===== src/rtl/apl_pkg.sv =====
package apl_pkg;

  // sizing
  localparam int MAX_POINTS    = 64;
  localparam int CORDIC_STAGES = 18;
  localparam int ANG_W         = 23;  // working angle, Q4.16 with wrap headroom
  localparam int Z_W           = 38;  // residual angle, Q30
  localparam int XY_W          = 34;  // cordic x / y, Q30
  localparam int STEP_W        = 20;
  localparam int DVD_W         = 47;  // segment_length << 16
  localparam int CNT_W         = $clog2(MAX_POINTS);
  localparam int IDX_W         = 5;

  // angle constants
  localparam logic signed [ANG_W-1:0] ANG_2PI  = 23'sd411775;
  localparam logic [STEP_W-1:0]       ANG_ONE  = 20'd65536;
  localparam logic [STEP_W-1:0]       STEP_MAX = 20'd1048575;
  localparam logic signed [Z_W-1:0]   Q30_PI      = 38'sd3373259426;
  localparam logic signed [Z_W-1:0]   Q30_HALF_PI = 38'sd1686629713;
  localparam logic signed [Z_W-1:0]   Q30_2PI     = 38'sd6746518852;
  localparam logic signed [XY_W-1:0]  CORDIC_GAIN = 34'sd652032874;

  typedef struct packed {
    logic signed [31:0] center_x;
    logic signed [31:0] center_y;
    logic [30:0]        radius;
    logic signed [19:0] start_angle;
    logic signed [19:0] end_angle;
    logic               clockwise;
    logic signed [31:0] segment_length;
    logic [18:0]        step_angle;
  } apl_in_t;

  typedef struct packed {
    logic signed [31:0] point_x;
    logic signed [31:0] point_y;
    logic               last;
  } apl_out_t;

  // arctangent of 2^-i in Q30
  function automatic logic signed [Z_W-1:0] atan_q30(input logic [IDX_W-1:0] i);
    logic [31:0] v;
    case (i)
      5'd0:  v = 32'h3243F6A8;
      5'd1:  v = 32'h1DAC6705;
      5'd2:  v = 32'h0FADBAFC;
      5'd3:  v = 32'h07F56EA6;
      5'd4:  v = 32'h03FEAB76;
      5'd5:  v = 32'h01FFD55B;
      5'd6:  v = 32'h00FFFAAA;
      5'd7:  v = 32'h007FFF55;
      5'd8:  v = 32'h003FFFEA;
      5'd9:  v = 32'h001FFFFD;
      5'd10: v = 32'h000FFFFF;
      5'd11: v = 32'h0007FFFF;
      5'd12: v = 32'h0003FFFF;
      5'd13: v = 32'h0001FFFF;
      5'd14: v = 32'h0000FFFF;
      5'd15: v = 32'h00007FFF;
      5'd16: v = 32'h00003FFF;
      5'd17: v = 32'h00001FFF;
      5'd18: v = 32'h00000FFF;
      5'd19: v = 32'h000007FF;
      5'd20: v = 32'h000003FF;
      5'd21: v = 32'h000001FF;
      5'd22: v = 32'h000000FF;
      5'd23: v = 32'h0000007F;
      default: v = 32'h0;
    endcase
    return $signed({{(Z_W-32){1'b0}}, v});
  endfunction

endpackage


===== src/rtl/apl_div.sv =====
module apl_div (
  input  logic                       clk,
  input  logic                       rst_n,
  input  logic                       start,
  input  logic [apl_pkg::DVD_W-1:0]  dividend,
  input  logic [30:0]                divisor,
  output logic                       done,
  output logic [apl_pkg::DVD_W-1:0]  quot
);

  logic [apl_pkg::DVD_W-1:0] q_r, q_nxt;
  logic [30:0]               rem_r, rem_nxt;
  logic [30:0]               dv_r;
  logic [5:0]                cnt_r;
  logic                      run_r, done_r;
  logic [31:0]               rem_sh;
  logic                      ge;

  // one quotient bit per cycle, restoring
  always_comb begin
    rem_sh  = {rem_r, q_r[apl_pkg::DVD_W-1]};
    ge      = rem_sh >= {1'b0, dv_r};
    rem_nxt = ge ? 31'(rem_sh - {1'b0, dv_r}) : rem_sh[30:0];
    q_nxt   = {q_r[apl_pkg::DVD_W-2:0], ge};
  end

  always_ff @(posedge clk) begin
    if (!rst_n) begin
      run_r  <= 1'b0;
      done_r <= 1'b0;
      cnt_r  <= '0;
    end else begin
      done_r <= 1'b0;
      if (start) begin
        run_r <= 1'b1;
        cnt_r <= '0;
        q_r   <= dividend;
        rem_r <= '0;
        dv_r  <= divisor;
      end else if (run_r) begin
        q_r   <= q_nxt;
        rem_r <= rem_nxt;
        cnt_r <= cnt_r + 6'd1;
        if (cnt_r == 6'(apl_pkg::DVD_W - 1)) begin
          run_r  <= 1'b0;
          done_r <= 1'b1;
        end
      end
    end
  end

  assign done = done_r;
  assign quot = q_r;

endmodule


===== config.mk =====
export PLATFORM = sky130hd
export DESIGN_NAME = apl_div
export DESIGN_NICKNAME = d
export VERILOG_FILES = /design/src/rtl/apl_pkg.sv /design/src/rtl/apl_div.sv
export SDC_FILE = /design/constraint.sdc
export NUM_CORES = 1
export LEC_CHECK = 0
export BUFFER_PORTS_ARGS = -buffer_cell sky130_fd_sc_hd__buf_2
export CORE_MARGIN = 2
export CORE_UTILIZATION = 40
export CTS_BUF_LIST = sky130_fd_sc_hd__clkbuf_4
export DETAILED_ROUTE_END_ITERATION = 12
export GPL_ROUTABILITY_DRIVEN = 1
export RECOVER_POWER = 25
export SYNTH_ARGS = -nofsm -noshare
export SYNTH_HDL_FRONTEND = slang
export SYNTH_SLANG_ARGS = --single-unit

===== constraint.sdc =====
create_clock -name clk -period 2.9 [get_ports clk]
set_input_delay 0.58 -clock clk [delete_from_list [all_inputs] [get_ports clk]]
set_output_delay 0.58 -clock clk [all_outputs]
set_load 0.01 [all_outputs]

==> results of run 1 <==
-- cell type report --
cell class | instances | area, µm²
clock inverters | 11 | 105
flip-flops and latches | 117 | 3430
well taps | 216 | 270
diodes | 1 | 2.50
inverters | 37 | 139
multi-input cells | 379 | 2960
repair buffers | 188 | 1140
fillers | 1408 | 7450
clock buffers | 21 | 158
-- cell usage after synthesis (2+ instances only) --
cell / count / area [µm²]
sky130_fd_sc_hd__a2111oi_0: 3 / 26.3
sky130_fd_sc_hd__a211oi_1: 7 / 52.6
sky130_fd_sc_hd__a21o_1: 11 / 82.6
sky130_fd_sc_hd__a21oi_1: 54 / 270
sky130_fd_sc_hd__a311o_1: 2 / 20.0
sky130_fd_sc_hd__a31oi_1: 4 / 25.0
sky130_fd_sc_hd__and2_1: 3 / 18.8
sky130_fd_sc_hd__and3_1: 3 / 18.8
sky130_fd_sc_hd__and4_1: 2 / 17.5
sky130_fd_sc_hd__buf_1: 2 / 7.51
sky130_fd_sc_hd__buf_2: 6 / 30.0
sky130_fd_sc_hd__clkbuf_1: 14 / 52.6
sky130_fd_sc_hd__dfxtp_1: 8 / 160
sky130_fd_sc_hd__edfxtp_1: 109 / 3270
sky130_fd_sc_hd__ha_1: 33 / 413
sky130_fd_sc_hd__inv_1: 36 / 135
sky130_fd_sc_hd__mux2_2: 46 / 518
sky130_fd_sc_hd__nand2_1: 69 / 259
sky130_fd_sc_hd__nand2b_1: 5 / 31.3
sky130_fd_sc_hd__nand3_1: 8 / 40.0
sky130_fd_sc_hd__nand3b_1: 3 / 22.5
sky130_fd_sc_hd__nand4_1: 11 / 68.8
sky130_fd_sc_hd__nor2_1: 20 / 75.1
sky130_fd_sc_hd__nor2b_1: 4 / 25.0
sky130_fd_sc_hd__nor3_1: 7 / 35.0
sky130_fd_sc_hd__nor3b_1: 2 / 15.0
sky130_fd_sc_hd__nor4_1: 3 / 18.8
sky130_fd_sc_hd__o2111ai_1: 2 / 17.5
sky130_fd_sc_hd__o211ai_1: 7 / 52.6
sky130_fd_sc_hd__o21a_1: 6 / 45.0
sky130_fd_sc_hd__o21ai_0: 14 / 70.1
sky130_fd_sc_hd__o21bai_1: 3 / 22.5
sky130_fd_sc_hd__o31a_1: 2 / 17.5
sky130_fd_sc_hd__o31ai_1: 2 / 15.0
sky130_fd_sc_hd__or3_1: 3 / 18.8
sky130_fd_sc_hd__or4_1: 3 / 22.5
sky130_fd_sc_hd__xnor2_1: 17 / 149
sky130_fd_sc_hd__xor2_1: 10 / 87.6
-- repair_timing --
item / 4_1_cts / 5_1_grt
gates cloned: 1 / 1
buffers inserted: 2 / 2
pin swaps: 11 / 15
gates resized for setup: 11 / 70
setup endpoints to repair: 31 / 32
-- worst max-delay path, stage by stage (launching register included) --
cell and delay [ns]:
sky130_fd_sc_hd__edfxtp_1 0.42, sky130_fd_sc_hd__ha_4 0.18, sky130_fd_sc_hd__fa_2 0.34, sky130_fd_sc_hd__nand2b_4 0.15, sky130_fd_sc_hd__a21o_1 0.22, sky130_fd_sc_hd__a21oi_2 0.17, sky130_fd_sc_hd__a31oi_2 0.12, sky130_fd_sc_hd__o31a_1 0.29
sky130_fd_sc_hd__buf_4 0.15, sky130_fd_sc_hd__o21bai_4 0.12, sky130_fd_sc_hd__a21oi_2 0.09, sky130_fd_sc_hd__and4_1 0.22, sky130_fd_sc_hd__a311o_1 0.28
-- routing by layer --
metal,vias to the layer above,track usage
li1,2432,-
met1,2361,0.227
met2,136,0.322
met3,18,0.0689
met4,0,0.0493
met5,-,0
-- cell families (layout without fill, tap and decap cells) --
logic type,count (synthesis),in the layout,share of synthesized area
XOR/XNOR,27,27,0.0373
AO/OA/AOI/OAI,123,123,0.121
adder cells (fa/ha/maj),34,34,0.0683
flip-flops,117,117,0.542
buffers and inverters,61,257,0.0387
multiplexers,46,46,0.0817
other,0,1,0
AND/OR/NAND/NOR,148,149,0.111
-- flip-flops by register name, summed over array words and instances (netlist names) --
register  count
dv_r         31
quot         47
rem_r        31
done          1
run_r         1
cnt_r         6
-- layout by cell type (no fill, tap or decap), drive strengths merged, types with 5 or more instances in the layout --
master / n
inv: 38
nand4: 11
nand3: 8
nor3: 7
nand2: 69
o21ai: 14
a21oi: 55
nand2b: 5
nor2: 20
clkinv: 6
dfxtp: 8
o211ai: 7
buf: 185
ha: 33
xnor2: 17
xor2: 10
edfxtp: 109
mux2: 46
o21a: 6
clkbuf: 24
a21o: 11
a211oi: 7
-- final timing paths --
check / startpoint / to / slack [ns] / cells past startpoint
setup / recovery: dv_r[0] / rem_r[24] / -0.1 / 12
hold / removal: divisor[28] / dv_r[28] / 0.20 / 1
setup reg to reg: dv_r[0] / rem_r[24] / -0.1 / 12
hold reg to reg: cnt_r[4] / done / 0.52 / 1
-- through the flow --
stage / instance area [µm²] / hold WS (ns) / TNS (ns) / power, mW
finish: 8210 / 0.195 / -0.153 / 4.66
global route: 8210 / 0.152 / -1.83 / 4.91
CTS: 7900 / 0.158 / -0.0676 / 4.52
detailed placement: 7590 / 0.496 / -3.37 / 3.35
global placement: 7590 / 0.466 / -1.50 / 3.33
floorplan: 6350 / 0.450 / -0.528 / 2.90
-- power by group through the flow --
stage	sequential, mW	clock [mW]	combinational [mW]
after floorplan	2.12	0	0.781
after global placement	2.11	0	1.22
after detailed placement	2.11	0	1.23
after CTS	2.08	1.17	1.27
after global routing	2.11	1.23	1.57
final	2.09	1.14	1.43
==> results, run 1 <==
- The flow ran to the end, but the final reports show violations.
- The checks that failed: setup timing.
- The post-synthesis async set-or-reset flop share is 0.
- Counting flops with a built-in enable in the synthesized netlist gives 109.
- The die is 130 µm tall.
- In the final layout, the share of cells above drive strength 1 is 0.432.
- Counting along the longest clock path gives a buffer depth of 2.
- For this design the ratio of total power to cell area is 567 mW/mm².
- At the end of the flow the core is filled with cells to 0.524.
- Counting every instance in the synthesized netlist gives 556.
- CTS saw 117 sinks.
- The path class of the lowest-slack min-delay path is input port to register.
- Setup repair after global routing could not meet its margin everywhere.
- The number of ports placed on the die boundary is 129.
- STA classifies the critical path startpoint as a register.
- Counting tap cells, the placed design contains a total of 931 instances.
- The transition time at the pin with the least slew margin is 1.06 ns.
- The type of the worst setup path is register to register.
- From synthesis to final layout, the design area changed by 29.5%.
- The number of different library cells used by synthesis comes to 50.
- Wire segments on met2 add up to 7.65 mm in the final route.
- The core region area is 0.0157 mm².
- The minimum clock period after layout is 3.00 ns.
- The net switching fraction of the power is 0.322.
- The starting density of the core is 0.405.
- Summed over all layers, the routed wires come to 15.6 mm.
- The share of total power in sequential cells is 0.449.
- For this block, wires on met1 add up to 6.79 mm.
- The kind of end point of the critical path is a register.
- For this run, design rule violations remaining after detail routing come to 0.
- Clock skew on the completed layout was measured at 0.0292 ns.
- Once detailed placement completed, the half-perimeter wirelength came to 11.1 mm.
- The top metal layer carrying routed signals is met4.
- The number of nets produced by synthesis is 671.
- Port buffering added 128 buffers.
- The clock edge transition at the registers on the reported setup and hold paths is 0.13 ns.
- The number of synthesis warnings is 0.
- In the post-route analysis, the smallest setup slack over all paths is -0.0960 ns.
- Across every metal layer, demand over resource in global routing totals 0.189.
- The final cell count without fillers is 970.
- In the final routed layout, each cell accounts on average for 16.1 µm.
- The max capacitance violation total is 0.
- The biggest fanout along the worst timing path is 3.
- Data arrives at the worst endpoint at 3.28 ns.
- Setup violations remaining at the end of the flow were counted as 3.
- In this run the remaining antenna-violating nets after routing total 0.
- Of the total power, combinational logic draws 0.306.
- The via count of the first global-routing pass came to 5119.
- The floorplan row count is 46.
- In the routed layout, each cell is associated on average with a via count of 5.10.
- The length of routed met3 wiring is 1.08 mm.
- The most frequently used flop master after synthesis is sky130_fd_sc_hd__edfxtp_1.
- The number of clock buffers inserted by TritonCTS is 17.
- The pin count of the biggest net entering global routing is 44.
- TritonCTS built the clock tree.
- In this run the number of H-tree levels came out at 4.
- The wire length of the first global-routing pass is 24.9 mm.
- Summed over all cells, the static leakage comes to 3.38 nW.
- The violation count after the first detailed-routing iteration is 264.
- The final clock period utilization by the worst path is 1.03.
- The later-pin clock latency in the skew report is 0.55 ns.
- The congestion estimate from routability-driven global placement came to 0.851.
- The highest clock rate is 0.334 GHz.
- Measured along the x axis, the die boundary spans 130 µm.
- The routed layout has 4947 vias.
- The remaining global-route overflow is 0.
- The average size of a mapped cell is 11.4 µm².
- The synthesized netlist occupies a cell area of 0.00634 mm².
- Hold repair after CTS inserted 0 buffers.
- The share of total power dissipated in the clock network is 0.245.
- The flip-flop and latch count after synthesis is 117.
- IR analysis of the VDD net gives a maximum drop of 0.421 mV.
- The number of endpoints with negative hold slack in the final report is 0.
- The net total in the final layout is 855.
- The internal power contribution is 3.16 mW.
- The share of synthesized area occupied by flip-flops and latches is 0.542.
- The initial antenna violation count is 0.
- At the worst endpoint, the required time is 3.19 ns.
- The worst slew slack as a fraction of its limit is 0.295.
- OpenSTA, run right after detailed placement, puts the worst setup slack at -0.214 ns.
- The number of search-and-repair iterations in the first detailed-routing pass is 4.
- The number of slew-limit violations in the final report is 0.
- The floorplan step defined a die boundary enclosing 0.0169 mm².
- Clock tree synthesis selected as its root buffer the cell sky130_fd_sc_hd__clkbuf_4.
- The analysis attributes to net switching a power of 1.50 mW.
Power figures use the tool's default switching activity.
==> run 2: changes to the inputs <==
- clock period: 2.9 -> 2.57 ns (I/O delays scaled with it)
==> run 2 against run 1 <==
Against the previous run:
- the flow still finishes with violations (setup timing)
- combinational power grew 43%
- global-route usage increased by 1.7 points
- non-clock buffer count up 71
- register-to-register slack got worse by 0.23 ns
- core utilization is 5.0 points higher
- die area unchanged
- sequential power grew 13%
- first-iteration DRC count is 5.3% lower
- routed wire length increased by 10%
- flip-flop and latch count stayed put
- largest cell class unchanged
==> results, run 2 (same netlist as run 1, synthesis figures left out) <==
- The origin of the critical flop-to-flop path is dv_r[0].
- The starting density of the core is 0.405.
- The first global-routing pass estimated 26.8 mm of wire.
- The number of endpoints with negative hold slack in the final report is 0.
- Leaving out fill and tap cells, the most frequent cell in the layout is sky130_fd_sc_hd__buf_2.
- The core region area is 0.0157 mm².
- Summed over all cells, the static leakage comes to 3.74 nW.
- Using the TritonRoute via totals, the vias-per-cell ratio works out to 5.16.
- IR analysis of the VDD net gives a maximum drop of 0.364 mV.
- The die covers 0.0169 mm².
- The storage element area is 0.00343 mm².
- The kind of end point of the critical path is a register.
- The floorplan row count is 46.
- The final reports fail on setup timing.
- The die height is 130 µm.
- Counting I/O delays and the setup requirement, the final critical path takes 2.90 ns.
- The number of buffers inserted for hold repair after clock tree synthesis is 0.
- The routed design has 17.2 mm of wire.
- In the finished design, the share of the clock period the worst path needs comes to 1.13.
- Power comes to 5.55 mW.
- The number of sinks on the clock net is 117.
- The die is 130 µm wide.
- The detailed router finished its first iteration with 250 violations.
- In this run the most critical hold path is launched from divisor[4].
- The clock edge transition at the registers on the reported setup and hold paths is 0.12 ns.
- Of the cells placed in the final design, the portion with a size suffix greater than 1 is 0.518.
- For the worst setup path, the data arrival time is 3.21 ns.
- The final cell count without fillers is 1041.
- The clock passes through at most 2 buffers.
- The level count of the clock H-tree is 4.
- The global-route usage over all layers is 0.206.
- The initial antenna violation count is 1.
- The flow ran to the end, but the final reports show violations.
- The TritonCTS clock tree is yes.
- At the later pin of the worst-skew pair, clock insertion delay measures 0.56 ns.
- For the pin with the worst max-slew slack, the measured transition is 0.925 ns.
- At the end of routability-driven placement, the weighted congestion stood at 0.839.
- The via count of the first global-routing pass is 5626.
- Fill cells in the final layout number 1392.
- In the layout the commonest cells are 128 x sky130_fd_sc_hd__buf_2, 117 x sky130_fd_sc_hd__buf_4, 109 x sky130_fd_sc_hd__edfxtp_1.
- The finished cells cover 0.00899 mm².
- Measured against its own limit, the worst slew margin works out to 0.383.
- In this run the power density over the cells is 617 mW/mm².
- Summing over every cut layer, the via total after detailed routing is 5368.
- On the final layout, the worst clock skew is 0.0298 ns.
- Counting tap cells, the placed design contains a total of 992 instances.
- The total overflow left after global routing is 0.
- The area added between synthesis and finish is 41.9%.
- The tool flagged a number of max-cap violations equal to 0.
- The number of slew-limit violations in the final report is 0.
- The pin count of the biggest net entering global routing is 43.
- The biggest fanout along the worst timing path is 2.
- The smallest setup slack after layout is -0.330 ns.
- The number of clock buffers inserted by TritonCTS is 17.
- The type of the worst setup path is register to register.
- The launch point of the worst path is dv_r[0].
- The remaining antenna violation count after routing is 0.
- The first TritonRoute pass finished after 4 iterations.
- At the end of the flow, the number of nets in the layout was 926.
- After detailed routing, the average wire length per cell comes to 16.6 µm.
- Setup repair after global routing could not meet its margin everywhere.
- 129 I/O pins were placed.
- The flip-flop count of the largest register after layout is 47.
- The number of endpoints failing setup at the final stage is 32.
- CTS placed an instance of sky130_fd_sc_hd__clkbuf_4 at the clock tree root.
- After detailed placement, the total cell area comes to 0.00808 mm².
- The number of design rule violations left after detail routing is 0.
- The required time of the worst setup path is 2.88 ns.
- Port buffering added 128 buffers.
- In this run the worst hold path is classified as input port to register.
- The summed negative setup slack over all endpoints is -7.83 ns.
- The HPWL after detailed placement is 11.8 mm.
- The startpoint type of the worst setup path is a register.
- For this run, the top clock speed supported by timing is 0.345 GHz.
- The multi-input combinational cells in the finished layout cover a total of 0.00316 mm².
[run 2: layer usage]
metal / vias to the layer above / wire length (µm) / global-route usage
li1: 2572 / - / -
met1: 2605 / 6980 / 0.236
met2: 167 / 8720 / 0.353
met3: 24 / 1240 / 0.0783
met4: 0 / 304 / 0.0753
met5: - / 0 / 0
[run 2: path summary, 6_finish.rpt]
check / end / slack [ns] / cells past startpoint
worst min register to register: done / 0.52 / 2
worst min-delay path: dv_r[4] / 0.12 / 1
worst max register to register: rem_r[24] / -0.33 / 12
worst max-delay path: rem_r[24] / -0.33 / 12
[run 2: layout make-up]
class | instances | area share
Sequential cell | 117 | 0.382
Multi-Input combinational cell | 379 | 0.351
Timing Repair Buffer | 259 | 0.196
Tap cell | 216 | 0.0300
Clock buffer | 19 | 0.0159
Inverter | 37 | 0.0154
Clock inverter | 13 | 0.00946
Antenna cell | 1 | 0.000278
[run 2: worst max-delay path: stages (launching register included)]
cell and delay (ns):
sky130_fd_sc_hd__edfxtp_1 0.45, sky130_fd_sc_hd__ha_4 0.19, sky130_fd_sc_hd__fa_2 0.34, sky130_fd_sc_hd__nand2b_4 0.15
sky130_fd_sc_hd__a21o_1 0.18, sky130_fd_sc_hd__a21oi_2 0.14, sky130_fd_sc_hd__a31oi_1 0.11, sky130_fd_sc_hd__o31a_1 0.28
sky130_fd_sc_hd__buf_4 0.16, sky130_fd_sc_hd__o21bai_4 0.12, sky130_fd_sc_hd__a21oi_2 0.08, sky130_fd_sc_hd__and4_1 0.20
sky130_fd_sc_hd__a311o_1 0.26
[run 2: repair_timing]
action,in CTS,in global routing
resized for setup,41,81
buffers inserted,10,4
gates cloned,3,1
pin swaps,18,26
setup endpoints to repair,32,32
[run 2: metrics by stage]
step,util,hold slack (ns),setup WS (ns)
6_report,0.575,0.118,-0.330
5_1_grt,0.575,0.0660,-0.435
4_1_cts,0.551,0.0603,-0.306
3_5_place_dp,0.516,0.490,-0.472
3_3_place_gp,0.516,0.466,-0.452
2_1_floorplan,-,0.450,-0.483
[run 2: power breakdown]
group          total, mW  switching [mW]  internal, mW
logic               2.04            1.01          1.03
registers           2.36          0.0826          2.28
clock network       1.16           0.760         0.396
total               5.55            1.85          3.70
==> run 3: changes to the inputs <==
==> constraint.sdc (replaced) <==
create_clock -name clk -period 2.57 [get_ports clk]
set_input_delay 0.514 -clock clk [delete_from_list [all_inputs] [get_ports clk]]
set_output_delay 0.514 -clock clk [all_outputs]
set_load 0.1 [all_outputs]
==> run 3 against run 2 <==
Against the previous run:
- the flow finishes with violations (capacitance limit, slew limit, setup timing)
- non-clock buffer count is 2 higher
- critical path depth did not move
- clock power is 25% higher
- sequential power about the same
- first-iteration DRC count increased by 4.4%
- sequential share of layout area is 0.45 points lower
- maximum frequency rose by 0.38%
- clock-buffer cell count shrank 2
- combinational power increased by 19%
- largest power group is now combinational cells
==> results, run 3 (same netlist as run 1, synthesis figures left out) <==
- The flow ran to the end, but the final reports show violations.
- The checks that failed: capacitance limit, slew limit, setup timing.
- The count of cells along the worst hold path is 1.
- After the last flow step, the layout net total stands at 928.
- Entering global routing, the biggest net connects 38 pins.
- The worst setup path endpoint is rem_r[24].
- TritonCTS built the clock tree.
- The multi-input combinational cell area is 0.00319 mm².
- The number of endpoints with negative hold slack in the final report is 0.
- The startpoint identified for the worst register-to-register timing path is dv_r[0].
- After floorplanning, the core was sized to cover 0.0157 mm².
- The total power is 6.24 mW.
- The number of ports placed on the die boundary is 129.
- The initialized floorplan defines 46 standard-cell rows.
- In the final routed layout, each cell accounts on average for 16.1 µm.
- The number of search-and-repair iterations in the first detailed-routing pass is 4.
- The level count of the clock H-tree is 4.
- The final routed wirelength across all metal layers is 16.8 mm.
- Data on the critical path is required at its endpoint by 2.86 ns.
- The violation count after the first detailed-routing iteration is 261.
- The buffer depth of the longest clock path is 2.
- The reg-to-reg setup timing slack is -0.32 ns.
- Buffers placed on the I/O ports in this run total 128.
- For the finished layout, the period the worst path requires is 2.89 ns.
- On the final layout, the worst clock skew is 0.0397 ns.
- The most common library cell in the layout ignoring fill and taps is sky130_fd_sc_hd__buf_2.
- In this run the most critical hold path is launched from divisor[28].
- The endpoint identified for the worst register-to-register timing path is rem_r[24].
- The areal power density over the cells is 685 mW/mm².
- In the final layout, flip-flops and latches occupy 0.00343 mm².
- The starting density of the core is 0.405.
- The via count of the first global-routing pass is 5661.
- The smallest setup slack after layout is -0.319 ns.
- Setup violations remaining at the end of the flow were counted as 32.
- In the layout the commonest cells are 127 x sky130_fd_sc_hd__buf_2, 116 x sky130_fd_sc_hd__buf_4, 109 x sky130_fd_sc_hd__edfxtp_1.
- The die is 130 µm tall.
- The register with the most flip-flops in the layout has 47 of them.
- Dividing the final minimum period by the clock period gives 1.12.
- Setup repair after global routing could not meet its margin everywhere.
- The diode insertion count for antenna repair is 0.
- The number of sinks on the clock net is 117.
- The final route contains 5265 vias.
- The number of slew-limit violations in the final report was 32.
- The critical path arrival is 3.18 ns.
- The remaining antenna violation count after routing is 0.
- In the global route stage, overall resource usage came out at 0.204.
- The type of the worst setup path is register to register.
- After detailed routing, the number of remaining DRC violations is 0.
- The worst pin sits at a relative slew slack of -0.231.
- The clock edge transition at the registers on the reported setup and hold paths is 0.16 ns.
- The worst setup path is captured at a register.
- The path class of the lowest-slack min-delay path is input port to register.
- The maximum vdd drop is 0.447 mV.
- STA classifies the critical path startpoint as a register.
- The launch point of the worst path is dv_r[0].
- Clock latency on the worst-skew pair, taken at its later pin, is 0.56 ns.
- The number of fillers in the final layout is 1370.
- The die width is 130 µm.
- The detail-routed via count per cell is 5.05.
- The initial antenna violation count is 0.
- Of the cells placed in the final design, the portion with a size suffix greater than 1 is 0.521.
- The static leakage is 3.87 nW.
- Detailed placement ended at an HPWL of 11.7 mm.
- The max capacitance violation total is 1.
- The worst-case reg-to-reg path depth is 12.
- The first global-routing pass estimated 27.0 mm of wire.
- Clock tree synthesis inserted a total of 17 buffers.
- The area enclosed by the die boundary is 0.0169 mm².
- Setup total negative slack on the finished layout was measured at -6.89 ns.
- Of all nets on the critical path, the largest fanout is 2.
- Based on the critical path, the design can be clocked at up to 0.346 GHz.
- The area added between synthesis and finish is 43.6%.
- The final weighted congestion in routability-driven placement is 0.847.
- At the pin with the least slew margin, the transition time is 1.85 ns.
- The remaining global-route overflow is 0.
- The buffer type at the clock tree root is sky130_fd_sc_hd__clkbuf_4.
-- run 3: layout make-up --
class / instances / share of cell area
clock buffers: 17 / 0.0140
clock inverters: 15 / 0.0187
inverters: 37 / 0.0153
multi-input cells: 379 / 0.350
flip-flops and latches: 117 / 0.377
well taps: 216 / 0.0297
repair buffers: 261 / 0.195
-- run 3: report_power, final --
part           total [mW]  leakage, nW  internal [mW]  switching, mW
sequential           2.36         1.11           2.28         0.0842
combinational        2.43         2.60           1.08           1.35
clock                1.45        0.163          0.604          0.842
total                6.24         3.87           3.96           2.28
-- run 3: layer usage --
layer  global-route usage  vias up  share of wire
met1                0.248     2497           0.43
met3               0.0681       22          0.070
li1                     -     2569              -
met4               0.0645        0          0.015
met2                0.343      177           0.49
met5                    0        -              0
-- run 3: worst min-delay path by stage --
stage          endpoint
2_1_floorplan      done
6_report       dv_r[28]
4_1_cts        dv_r[28]
3_3_place_gp   cnt_r[5]
5_1_grt        dv_r[28]
3_5_place_dp       done
-- run 3: worst max-delay path: stages (launching register included) --
cell                       delay, ns
sky130_fd_sc_hd__edfxtp_1       0.40
sky130_fd_sc_hd__ha_2           0.21
sky130_fd_sc_hd__fa_2           0.34
sky130_fd_sc_hd__nand2b_4       0.15
sky130_fd_sc_hd__a21o_1         0.18
sky130_fd_sc_hd__a21oi_2        0.14
sky130_fd_sc_hd__a31oi_1        0.10
sky130_fd_sc_hd__o31a_1         0.28
sky130_fd_sc_hd__buf_4          0.16
sky130_fd_sc_hd__o21bai_4       0.13
sky130_fd_sc_hd__a21oi_2        0.08
sky130_fd_sc_hd__and4_1         0.20
sky130_fd_sc_hd__a311o_1        0.27
-- run 3: metrics by stage --
stage                     utilization  hold WS [ns]  setup slack (ns)  area [µm²]  std cells
after floorplan                     -         0.450             -1.15        6370        556
after global placement          0.515         0.466            -0.467        8070        993
after detailed placement        0.515         0.499            -0.546        8070        993
after CTS                       0.562        0.0803            -0.324        8800       1036
after global routing            0.581        0.0744            -0.463        9100       1042
final                           0.581         0.110            -0.319        9100       1042
-- run 3: repair_timing --
action	4_1_cts	5_1_grt
hold buffers	0	0
pin swaps	27	27
resized for setup	83	55
setup endpoints to repair	32	32
cloned	2	2
setup buffers	9	5
